===== src/sv/ltwq_pkg.sv =====
// ltwq_pkg: constants, codes and types for the lock table with wait queues
// no dependencies; used by every module of the block by scoped names
package ltwq_pkg;
  localparam int LockSlots  = 16;
  localparam int QueueDepth = 8;
  localparam int SlotW      = $clog2(LockSlots);
  localparam int QPosW      = (QueueDepth > 1) ? $clog2(QueueDepth) : 1;
  localparam int CountW     = $clog2(QueueDepth + 1);
  localparam int FifoDepth  = LockSlots * QueueDepth;
  localparam int FifoAddrW  = $clog2(FifoDepth);

  typedef enum logic [1:0] {
    ACT_ACQUIRE = 2'd0,
    ACT_RELEASE = 2'd1,
    ACT_QUERY   = 2'd2,
    ACT_SPARE   = 2'd3
  } action_e;

  typedef enum logic [1:0] {
    LK_FREE    = 2'd0,
    LK_LOCKED  = 2'd1,
    LK_WAITING = 2'd2
  } lock_state_e;

  typedef enum logic [2:0] {
    RS_OK         = 3'd0,
    RS_RETRY      = 3'd1,
    RS_NOT_HOLDER = 3'd2,
    RS_UNKNOWN    = 3'd3,
    RS_TABLE_FULL = 3'd4,
    RS_QUEUE_FULL = 3'd5
  } status_e;

  // search result handed from the scanner to the sequencer
  typedef struct packed {
    logic             hit;
    logic [SlotW-1:0] hit_slot;
    logic             free_found;
    logic [SlotW-1:0] free_slot;
  } scan_res_t;
endpackage


===== src/sv/ltwq_scan.sv =====
// ltwq_scan: sequential id compare over the slot id memory, one slot a cycle
// depends on ltwq_pkg
module ltwq_scan (
  input  logic                             clk_i,
  input  logic                             rst_ni,
  input  logic                             go_i,
  input  logic [63:0]                      id_i,
  input  logic [ltwq_pkg::LockSlots-1:0]   valid_i,
  input  logic                             wr_i,
  input  logic [ltwq_pkg::SlotW-1:0]       wr_slot_i,
  output logic                             done_o,
  output ltwq_pkg::scan_res_t              res_o
);
  logic [63:0] id_mem [ltwq_pkg::LockSlots];
  logic [63:0] rd_q;
  logic [ltwq_pkg::SlotW-1:0] rd_idx_q, cmp_idx_q;
  logic rd_v_q, cmp_v_q, run_q, last_q;
  ltwq_pkg::scan_res_t res_q;
  logic last_rd;

  assign last_rd = (rd_idx_q == ltwq_pkg::SlotW'(ltwq_pkg::LockSlots - 1));

  always_ff @(posedge clk_i) begin
    if (wr_i) id_mem[wr_slot_i] <= id_i;
    rd_q <= id_mem[rd_idx_q];
  end

  always_ff @(posedge clk_i or negedge rst_ni) begin
    if (!rst_ni) begin
      rd_idx_q <= '0; cmp_idx_q <= '0; rd_v_q <= 1'b0; cmp_v_q <= 1'b0;
      run_q <= 1'b0; last_q <= 1'b0; res_q <= '0; done_o <= 1'b0;
    end else begin
      done_o <= 1'b0;
      cmp_v_q <= rd_v_q; cmp_idx_q <= rd_idx_q; last_q <= rd_v_q && last_rd;
      rd_v_q <= 1'b0;
      if (go_i) begin
        run_q <= 1'b1; rd_idx_q <= '0; rd_v_q <= 1'b1; res_q <= '0;
      end else if (run_q) begin
        if (rd_v_q && !last_rd) begin
          rd_idx_q <= rd_idx_q + 1'b1; rd_v_q <= 1'b1;
        end
        if (cmp_v_q) begin
          if (valid_i[cmp_idx_q] && rd_q == id_i && !res_q.hit) begin
            res_q.hit <= 1'b1; res_q.hit_slot <= cmp_idx_q;
          end
          if (!valid_i[cmp_idx_q] && !res_q.free_found) begin
            res_q.free_found <= 1'b1; res_q.free_slot <= cmp_idx_q;
          end
          if (last_q) begin
            run_q <= 1'b0; done_o <= 1'b1;
          end
        end
      end
    end
  end

  assign res_o = res_q;

  a_done_idle: assert property (@(posedge clk_i) disable iff (!rst_ni)
    done_o |-> !run_q) else $error("scan done while running");
  a_hit_valid: assert property (@(posedge clk_i) disable iff (!rst_ni)
    done_o && res_q.hit |-> valid_i[res_q.hit_slot]) else $error("hit on invalid slot");
  a_free_inv: assert property (@(posedge clk_i) disable iff (!rst_ni)
    done_o && res_q.free_found |-> !valid_i[res_q.free_slot]) else $error("bad free slot");
endmodule


===== src/sv/lock_table_with_wait_queues.sv =====
// lock_table_with_wait_queues: top level, sequencer, slot state and wait queue memory
// depends on ltwq_pkg and ltwq_scan
//
//  channel | handshake            | payload
//  command | start_i, busy_o      | action_i, lock_id_i, client_i
//  result  | done_o (one cycle)   | status_o, lock_state_o, holder_o, holder_valid_o,
//          |                      | waiting_count_o, revoke_needed_o
//
// an item runs from start to done through the id scan, which reads one slot a cycle
// from the id memory, then a queue memory read and the update; busy_o stays high
// until done_o rises
// reset clears slot valid bits, states, queue heads and counts at once
// the receiver cannot stall: the result is shown for one cycle with done_o
module lock_table_with_wait_queues (
  input  logic        clk_i,
  input  logic        rst_ni,
  input  logic        start_i,
  output logic        busy_o,
  input  logic [1:0]  action_i,
  input  logic [63:0] lock_id_i,
  input  logic [7:0]  client_i,
  output logic        done_o,
  output logic [2:0]  status_o,
  output logic [1:0]  lock_state_o,
  output logic [7:0]  holder_o,
  output logic        holder_valid_o,
  output logic [3:0]  waiting_count_o,
  output logic        revoke_needed_o
);
  localparam int NS = ltwq_pkg::LockSlots;

  typedef enum logic [4:0] {
    S_IDLE  = 5'b00001,
    S_SCAN  = 5'b00010,
    S_READ  = 5'b00100,
    S_EXEC  = 5'b01000,
    S_OUT   = 5'b10000
  } seq_e;

  seq_e seq_q;
  // latched command
  logic [1:0]  act_q;
  logic [63:0] id_q;
  logic [7:0]  who_q;
  // per slot state
  logic [NS-1:0] valid_q;
  logic [1:0]    st_q   [NS];
  logic [7:0]    hold_q [NS];
  logic [ltwq_pkg::QPosW-1:0]  head_q [NS];
  logic [ltwq_pkg::CountW-1:0] cnt_q  [NS];
  // wait queue memory
  logic [7:0] fifo_mem [ltwq_pkg::FifoDepth];
  logic [7:0] fifo_rd_q;
  logic       fifo_we;
  logic [ltwq_pkg::FifoAddrW-1:0] fifo_wa, fifo_ra;

  logic scan_go, scan_done, id_wr;
  ltwq_pkg::scan_res_t sres;
  logic [ltwq_pkg::SlotW-1:0] slot_q;
  logic found_q;

  ltwq_scan u_scan (
    .clk_i, .rst_ni, .go_i(scan_go), .id_i(id_q), .valid_i(valid_q),
    .wr_i(id_wr), .wr_slot_i(slot_q), .done_o(scan_done), .res_o(sres)
  );

  assign scan_go = (seq_q == S_IDLE) && start_i;
  assign busy_o  = (seq_q != S_IDLE);

  // slot chosen after the scan: a hit, else a claim on acquire
  logic [ltwq_pkg::SlotW-1:0] s_pick;
  logic s_found, s_claim;
  always_comb begin
    s_found = sres.hit;
    s_pick  = sres.hit ? sres.hit_slot : sres.free_slot;
    s_claim = !sres.hit && sres.free_found && (act_q == ltwq_pkg::ACT_ACQUIRE);
  end

  // current slot view (claimed slots read as a fresh free lock)
  logic [1:0] cur_st;
  logic [7:0] cur_hold;
  logic [ltwq_pkg::QPosW-1:0]  cur_head;
  logic [ltwq_pkg::CountW-1:0] cur_cnt;
  always_comb begin
    cur_st   = st_q[slot_q];
    cur_hold = hold_q[slot_q];
    cur_head = head_q[slot_q];
    cur_cnt  = cnt_q[slot_q];
  end

  logic [ltwq_pkg::QPosW-1:0] tail;
  assign tail = ltwq_pkg::QPosW'((32'(cur_head) + 32'(cur_cnt)) % ltwq_pkg::QueueDepth);

  always_comb begin
    fifo_wa = ltwq_pkg::FifoAddrW'(32'(slot_q) * ltwq_pkg::QueueDepth + 32'(tail));
    fifo_ra = ltwq_pkg::FifoAddrW'(32'(slot_q) * ltwq_pkg::QueueDepth + 32'(cur_head));
  end

  always_ff @(posedge clk_i) begin
    if (fifo_we) fifo_mem[fifo_wa] <= who_q;
    fifo_rd_q <= fifo_mem[fifo_ra];
  end

  // update decision in S_EXEC
  logic [2:0] stat;
  always_comb begin
    fifo_we = 1'b0;
    stat    = ltwq_pkg::RS_OK;
    if (seq_q == S_EXEC && found_q) begin
      case (act_q)
        ltwq_pkg::ACT_ACQUIRE: begin
          if (cur_st == ltwq_pkg::LK_FREE) stat = ltwq_pkg::RS_OK;
          else if (cur_st == ltwq_pkg::LK_WAITING && cur_hold == who_q) stat = ltwq_pkg::RS_OK;
          else if (32'(cur_cnt) >= ltwq_pkg::QueueDepth) stat = ltwq_pkg::RS_QUEUE_FULL;
          else begin
            stat = ltwq_pkg::RS_RETRY; fifo_we = 1'b1;
          end
        end
        ltwq_pkg::ACT_RELEASE: begin
          if (cur_st == ltwq_pkg::LK_FREE || cur_hold != who_q) stat = ltwq_pkg::RS_NOT_HOLDER;
          else stat = ltwq_pkg::RS_OK;
        end
        default: stat = ltwq_pkg::RS_OK;
      endcase
    end else if (seq_q == S_EXEC) begin
      case (act_q)
        ltwq_pkg::ACT_ACQUIRE: stat = ltwq_pkg::RS_TABLE_FULL;
        ltwq_pkg::ACT_RELEASE: stat = ltwq_pkg::RS_UNKNOWN;
        default:               stat = ltwq_pkg::RS_OK;
      endcase
    end
  end

  assign id_wr = (seq_q == S_READ) && found_q && !valid_q[slot_q];

  always_ff @(posedge clk_i or negedge rst_ni) begin
    if (!rst_ni) begin
      seq_q <= S_IDLE; valid_q <= '0; found_q <= 1'b0; slot_q <= '0;
      done_o <= 1'b0; status_o <= '0; lock_state_o <= '0; holder_o <= '0;
      holder_valid_o <= 1'b0; waiting_count_o <= '0; revoke_needed_o <= 1'b0;
      act_q <= '0; id_q <= '0; who_q <= '0;
      for (int i = 0; i < NS; i++) begin
        st_q[i] <= ltwq_pkg::LK_FREE; head_q[i] <= '0; cnt_q[i] <= '0; hold_q[i] <= '0;
      end
    end else begin
      done_o <= 1'b0;
      case (seq_q)
        S_IDLE: if (start_i) begin
          act_q <= action_i; id_q <= lock_id_i; who_q <= client_i; seq_q <= S_SCAN;
        end
        S_SCAN: if (scan_done) begin
          slot_q  <= s_pick;
          found_q <= s_found || s_claim;
          seq_q   <= S_READ;
        end
        S_READ: begin
          // claim a new slot as a fresh free lock; the queue head read settles here
          if (found_q && !valid_q[slot_q]) begin
            valid_q[slot_q] <= 1'b1; st_q[slot_q] <= ltwq_pkg::LK_FREE;
            hold_q[slot_q] <= '0; head_q[slot_q] <= '0; cnt_q[slot_q] <= '0;
          end
          seq_q <= S_EXEC;
        end
        S_EXEC: begin
          status_o <= stat;
          if (found_q) begin
            if (act_q == ltwq_pkg::ACT_ACQUIRE && stat == ltwq_pkg::RS_OK) begin
              st_q[slot_q] <= ltwq_pkg::LK_LOCKED;
              if (cur_st == ltwq_pkg::LK_FREE) hold_q[slot_q] <= who_q;
            end
            if (fifo_we) cnt_q[slot_q] <= cur_cnt + 1'b1;
            if (act_q == ltwq_pkg::ACT_RELEASE && stat == ltwq_pkg::RS_OK) begin
              if (cur_cnt == '0) begin
                st_q[slot_q] <= ltwq_pkg::LK_FREE; hold_q[slot_q] <= '0;
              end else begin
                hold_q[slot_q] <= fifo_rd_q; st_q[slot_q] <= ltwq_pkg::LK_WAITING;
                head_q[slot_q] <= ltwq_pkg::QPosW'((32'(cur_head) + 1) % ltwq_pkg::QueueDepth);
                cnt_q[slot_q]  <= cur_cnt - 1'b1;
              end
            end
          end
          seq_q <= S_OUT;
        end
        S_OUT: begin
          // report from the updated slot
          done_o <= 1'b1;
          if (found_q) begin
            lock_state_o    <= cur_st;
            holder_valid_o  <= (cur_st != ltwq_pkg::LK_FREE);
            holder_o        <= (cur_st != ltwq_pkg::LK_FREE) ? cur_hold : 8'd0;
            waiting_count_o <= 4'(cur_cnt);
            revoke_needed_o <= (cur_cnt != '0);
          end else begin
            lock_state_o <= '0; holder_valid_o <= 1'b0; holder_o <= '0;
            waiting_count_o <= '0; revoke_needed_o <= 1'b0;
          end
          seq_q <= S_IDLE;
        end
        default: seq_q <= S_IDLE;
      endcase
    end
  end

  a_busy_done: assert property (@(posedge clk_i) disable iff (!rst_ni)
    done_o |-> seq_q == S_IDLE) else $error("result while busy");
  a_cnt_max: assert property (@(posedge clk_i) disable iff (!rst_ni)
    32'(cnt_q[slot_q]) <= ltwq_pkg::QueueDepth) else $error("queue count overflow");
  a_start_scan: assert property (@(posedge clk_i) disable iff (!rst_ni)
    start_i && !busy_o |=> seq_q == S_SCAN) else $error("start not taken");
endmodule

===== config.mk =====
export PLATFORM = sky130hd
export DESIGN_NAME = lock_table_with_wait_queues
export DESIGN_NICKNAME = d
export VERILOG_FILES = /design/src/sv/ltwq_pkg.sv /design/src/sv/ltwq_scan.sv /design/src/sv/lock_table_with_wait_queues.sv
export SDC_FILE = /design/constraint.sdc
export NUM_CORES = 2
export LEC_CHECK = 0
export BUFFER_PORTS_ARGS = -buffer_cell sky130_fd_sc_hd__buf_2
export CORE_AREA = 2 2 499 501
export DETAILED_ROUTE_END_ITERATION = 8
export DIE_AREA = 0 0 501 503
export HOLD_SLACK_MARGIN = 0.08
export PLACE_DENSITY = 0.59
export SYNTH_ARGS = -nofsm -noshare
export SYNTH_HDL_FRONTEND = slang
export SYNTH_SLANG_ARGS = --single-unit

===== constraint.sdc =====
create_clock -name clk_i -period 6.55 [get_ports clk_i]
set_input_delay 0.9825 -clock clk_i [delete_from_list [all_inputs] [get_ports clk_i]]
set_output_delay 0.9825 -clock clk_i [all_outputs]
set_load 0.02 [all_outputs]

==> impl_metrics.py <==
metrics = {
    "timing": {
        "setup_viol": 0,
        "final_hold_viol_count": 0,
        "tns_ns": 0,
        "fin_skew_ns": 0.0787,
        "worstMarginPinSlew_ns": 1.29,
        "maxSlewViolCount": 0,
        "fin_crit_sh_pct": 87.0,
        "relSlewSlack_pct": 13.5,
        "max_clock_freq_ghz": 0.176,
        "hold_ws_ns": 0.241,
        "fin_ws_ns": 0.852,
        "fin_crit_ns": 5.70,
        "rsz0062_at_grt": "no",
    },
    "pwr": {
        "ir_worst_vdd_mv": 0.409,
        "p_leak_nw": 38.3,
        "netSwitchingPower_mw": 11.0,
        "p_per_area_nw_per_um2": 369,
        "p_int_mw": 31.0,
        "netSwitchingFraction_pct": 26.2,
        "pwr-share-seq_pct": 50.5,
        "pwr-share-clk_pct": 35.8,
        "pwr-share-comb_pct": 13.7,
    },
    "synthesis": {
        "synth_edf_count": 2048,
        "synth_top_family_by_area": "multiplexers",
        "synthesis.nets": 6307,
        "ys_dominant_reg_cell": "edfxtp_1",
        "syn_avg_cell_area_um2": 16.1,
        "synth-simple-area-share_pct": 7.68,
        "synth_cells": 6224,
        "ys_types": 93,
        "synth_adder_area_share_pct": 0.0822,
        "synth-xor-area-share_pct": 0.584,
        "synth_compound_area_share_pct": 5.41,
        "synthMuxAreaShare_pct": 11.2,
        "synth-async-reset-ratio_pct": 16.4,
        "synthesis.area_um2": 100000,
        "ys_ff_latch": 2535,
        "synth-seq-area-share_pct": 73.0,
        "ys_warn_count": 0,
    },
    "clocking": {
        "clk_pin_slew_ns": 0.06,
        "postCtsResizedCells": 0,
        "insertion_delay_ns": 0.93,
        "clockBufferDepth": 4,
        "htree_levels": 5,
        "cts_inserted_buffers": 278,
        "tritoncts": "built",
        "root_buffer": "clkbuf_16",
        "clock-sinks": 2535,
    },
    "critical_path": {
        "startpoint_type": "flip-flop",
        "crit_fanout": 20,
        "worst_ep_required_time_ns": 7.06,
        "crit_type": "reg -> reg",
        "arrival_ns": 6.21,
        "cp-end-kind": "flip-flop",
    },
    "floorplan": {
        "die_area_um2": 252000,
        "start_util_pct": 40.7,
        "num_rows": 183,
        "die_h_um": 503,
        "core_um2": 247000,
        "ioPinCount": 98,
        "die_width_um": 501,
    },
    "final_layout": {
        "multi_input_area_um2": 25400,
        "fill_cells": 21100,
        "seq_area_um2": 73400,
        "fin_area_um2": 114000,
        "final_common_cell": "edfxtp_1",
        "area_growth_pct": 13.4,
        "final_cell_mix": "edfxtp_1, nand2_1, dfrtp_1",
        "nets": 6469,
        "finalNonFillerCells": 9829,
        "drive_gt1_share_pct": 17.7,
    },
    "global_route": {
        "grt.overflow.total": 0,
        "grt_busiest_layer": "met2",
        "grt_pass1_vias": 56700,
        "grt_util_met3_pct": 3.56,
        "use_met1_pct": 30.4,
        "grt_max_degree": 172,
        "grt_usage_pct": 21.2,
        "antenna_found_initial": 10,
        "grt_pass1_wl_um": 395000,
        "use_met2_pct": 33.1,
    },
    "drt": {
        "drtAntennaViolNets": 0,
        "viasPerCell": 5.81,
        "drc": 0,
        "drtPass1Iterations": 8,
        "totalWireLength_um": 269000,
        "routedWlPerCell_um": 27.4,
        "first_iter_violations": 6340,
        "num_vias": 57100,
    },
    "status": {
        "outcome": "complete, no violations",
    },
    "worst_hold_path": {
        "hold_class": "in -> reg",
    },
    "placed_design": {
        "placed_cells_incl_taps": 9342,
        "place_congestion": 0.899,
        "hpwl_um": 154000,
        "place_ws_ns": 0.792,
        "numPortBuffers": 97,
        "dpl_cell_area_um2": 105000,
    },
    "job": {
        "cap_violations": 0,
    },
}
[per-layer routing]
metal / share of wire (%) / vias up
li1: - / 24400
met1: 43 / 29900
met2: 47 / 2274
met3: 7.2 / 461
met4: 3.0 / 8
met5: 0.021 / -
[path summary, 6_finish.rpt]
kind                                         start                        end  slack [ns]  depth (start not counted)
min in group asynchronous                   rst_ni        st_q[8]$_DFFE_PN0P_        0.67                          2
max                          slot_q[3]$_DFFE_PN0P_  fifo_mem[56][5]$_DFFE_PP_        0.85                         11
max in group asynchronous                   rst_ni       who_q[4]$_DFFE_PN0P_        4.19                          3
min reg2reg                u_scan.rd_v_q$_DFF_PN0_   u_scan.cmp_v_q$_DFF_PN0_        0.39                          0
max reg2reg                  slot_q[3]$_DFFE_PN0P_  fifo_mem[56][5]$_DFFE_PP_        0.85                         11
min                                  lock_id_i[40]       id_q[40]$_DFFE_PN0P_        0.24                          3
[power groups by stage]
stage                     Sequential, mW  Clock [mW]  Combinational [mW]
after floorplan                     21.2           0                3.52
after global placement              21.5           0                5.80
after detailed placement            21.6           0                5.85
after CTS                           21.2        15.3                5.87
after global routing                21.4        15.9                6.16
final                               21.2        15.1                5.74
[synth_stat cells (all sizes together), types with 4 or more instances]
| library cell | instances | area share [%] |
|---|---|---|
| mux2 | 21 | 0.24 |
| a21oi | 128 | 0.64 |
| xnor2 | 28 | 0.24 |
| and2 | 5 | 0.031 |
| o31ai | 19 | 0.15 |
| a31oi | 46 | 0.29 |
| or4 | 34 | 0.25 |
| nor4 | 55 | 0.35 |
| o2bb2ai | 17 | 0.15 |
| or2 | 23 | 0.14 |
| clkbuf | 216 | 0.81 |
| xor2 | 39 | 0.34 |
| dfxtp | 72 | 1.4 |
| mux2i | 233 | 2.3 |
| nor2 | 246 | 0.98 |
| o211ai | 14 | 0.11 |
| nand4 | 81 | 0.50 |
| ha | 5 | 0.062 |
| a32o | 16 | 0.16 |
| nor2b | 13 | 0.081 |
| a32oi | 8 | 0.070 |
| nand2 | 994 | 3.7 |
| a22oi | 31 | 0.25 |
| nand2b | 7 | 0.044 |
| a211oi | 14 | 0.10 |
| dfrtp | 414 | 10 |
| nand3 | 239 | 1.2 |
| a21o | 5 | 0.037 |
| o22ai | 126 | 0.78 |
| a221oi | 9 | 0.11 |
| a22o | 174 | 1.5 |
| o21a | 5 | 0.037 |
| a2111oi | 4 | 0.035 |
| edfxtp | 2048 | 61 |
| buf | 181 | 1.0 |
| mux4 | 387 | 8.7 |
| o21ai | 146 | 0.73 |
| inv | 44 | 0.17 |
| or3 | 22 | 0.14 |
| nor3 | 13 | 0.11 |
[kinds of logic (layout without fill, tap and decap cells)]
logic type	Yosys count	count (layout)
flops	2535	2535
simple gates	1747	1747
buf+inv	442	802
xor+xnor	67	67
fa+ha+maj	6	6
mux	641	641
compound gates	786	786
other cells	0	8
[layout make-up]
| class | count | share of cell area (%) |
|---|---|---|
| antenna | 8 | 0.0176 |
| inverter | 45 | 0.163 |
| timing repair buffer | 279 | 1.93 |
| sequential | 2535 | 64.4 |
| clock buffer | 373 | 6.76 |
| multi-input combinational | 3247 | 22.3 |
| tap | 3237 | 3.56 |
| clock inverter | 105 | 0.871 |
[critical path, stage by stage (launching register included)]
cell and delay, ns:
dfrtp_2 0.76, buf_4 0.40, buf_4 0.28, mux2i_1 0.25, a2bb2oi_1 0.13, and4b_1 0.25
nor3_1 0.19, or4_1 0.52, o31ai_1 0.31, a21oi_4 0.94, nand2_1 0.57, nor2_1 0.70
[sequential cells by signal, summed over array words and instances (netlist names), 3 cells and up]
register,count
u_scan.rd_idx_q,4
id_q,64
status_o,3
u_scan.id_mem,1024
fifo_mem,1024
holder_o,8
u_scan.res_o,10
u_scan.cmp_idx_q,4
hold_q,128
seq_q,5
slot_q,4
u_scan.rd_q,64
waiting_count_o,4
valid_q,16
cnt_q,64
st_q,32
who_q,8
fifo_rd_q,8
head_q,48
[timing repair]
action	4_1_cts	5_1_grt
endpoints found under the setup margin	0	0
hold buffers	1	0
setup buffers	0	0
endpoints found under the hold margin	22	0
[per-stage QoR]
step | power, mW | util [%]
floorplan | 24.8 | -
global placement | 27.3 | 42.6
detailed placement | 27.4 | 42.6
CTS | 42.4 | 46.1
global route | 43.5 | 46.1
finish | 42.0 | 46.1
No activity file was read; power rests on OpenSTA's default activity.
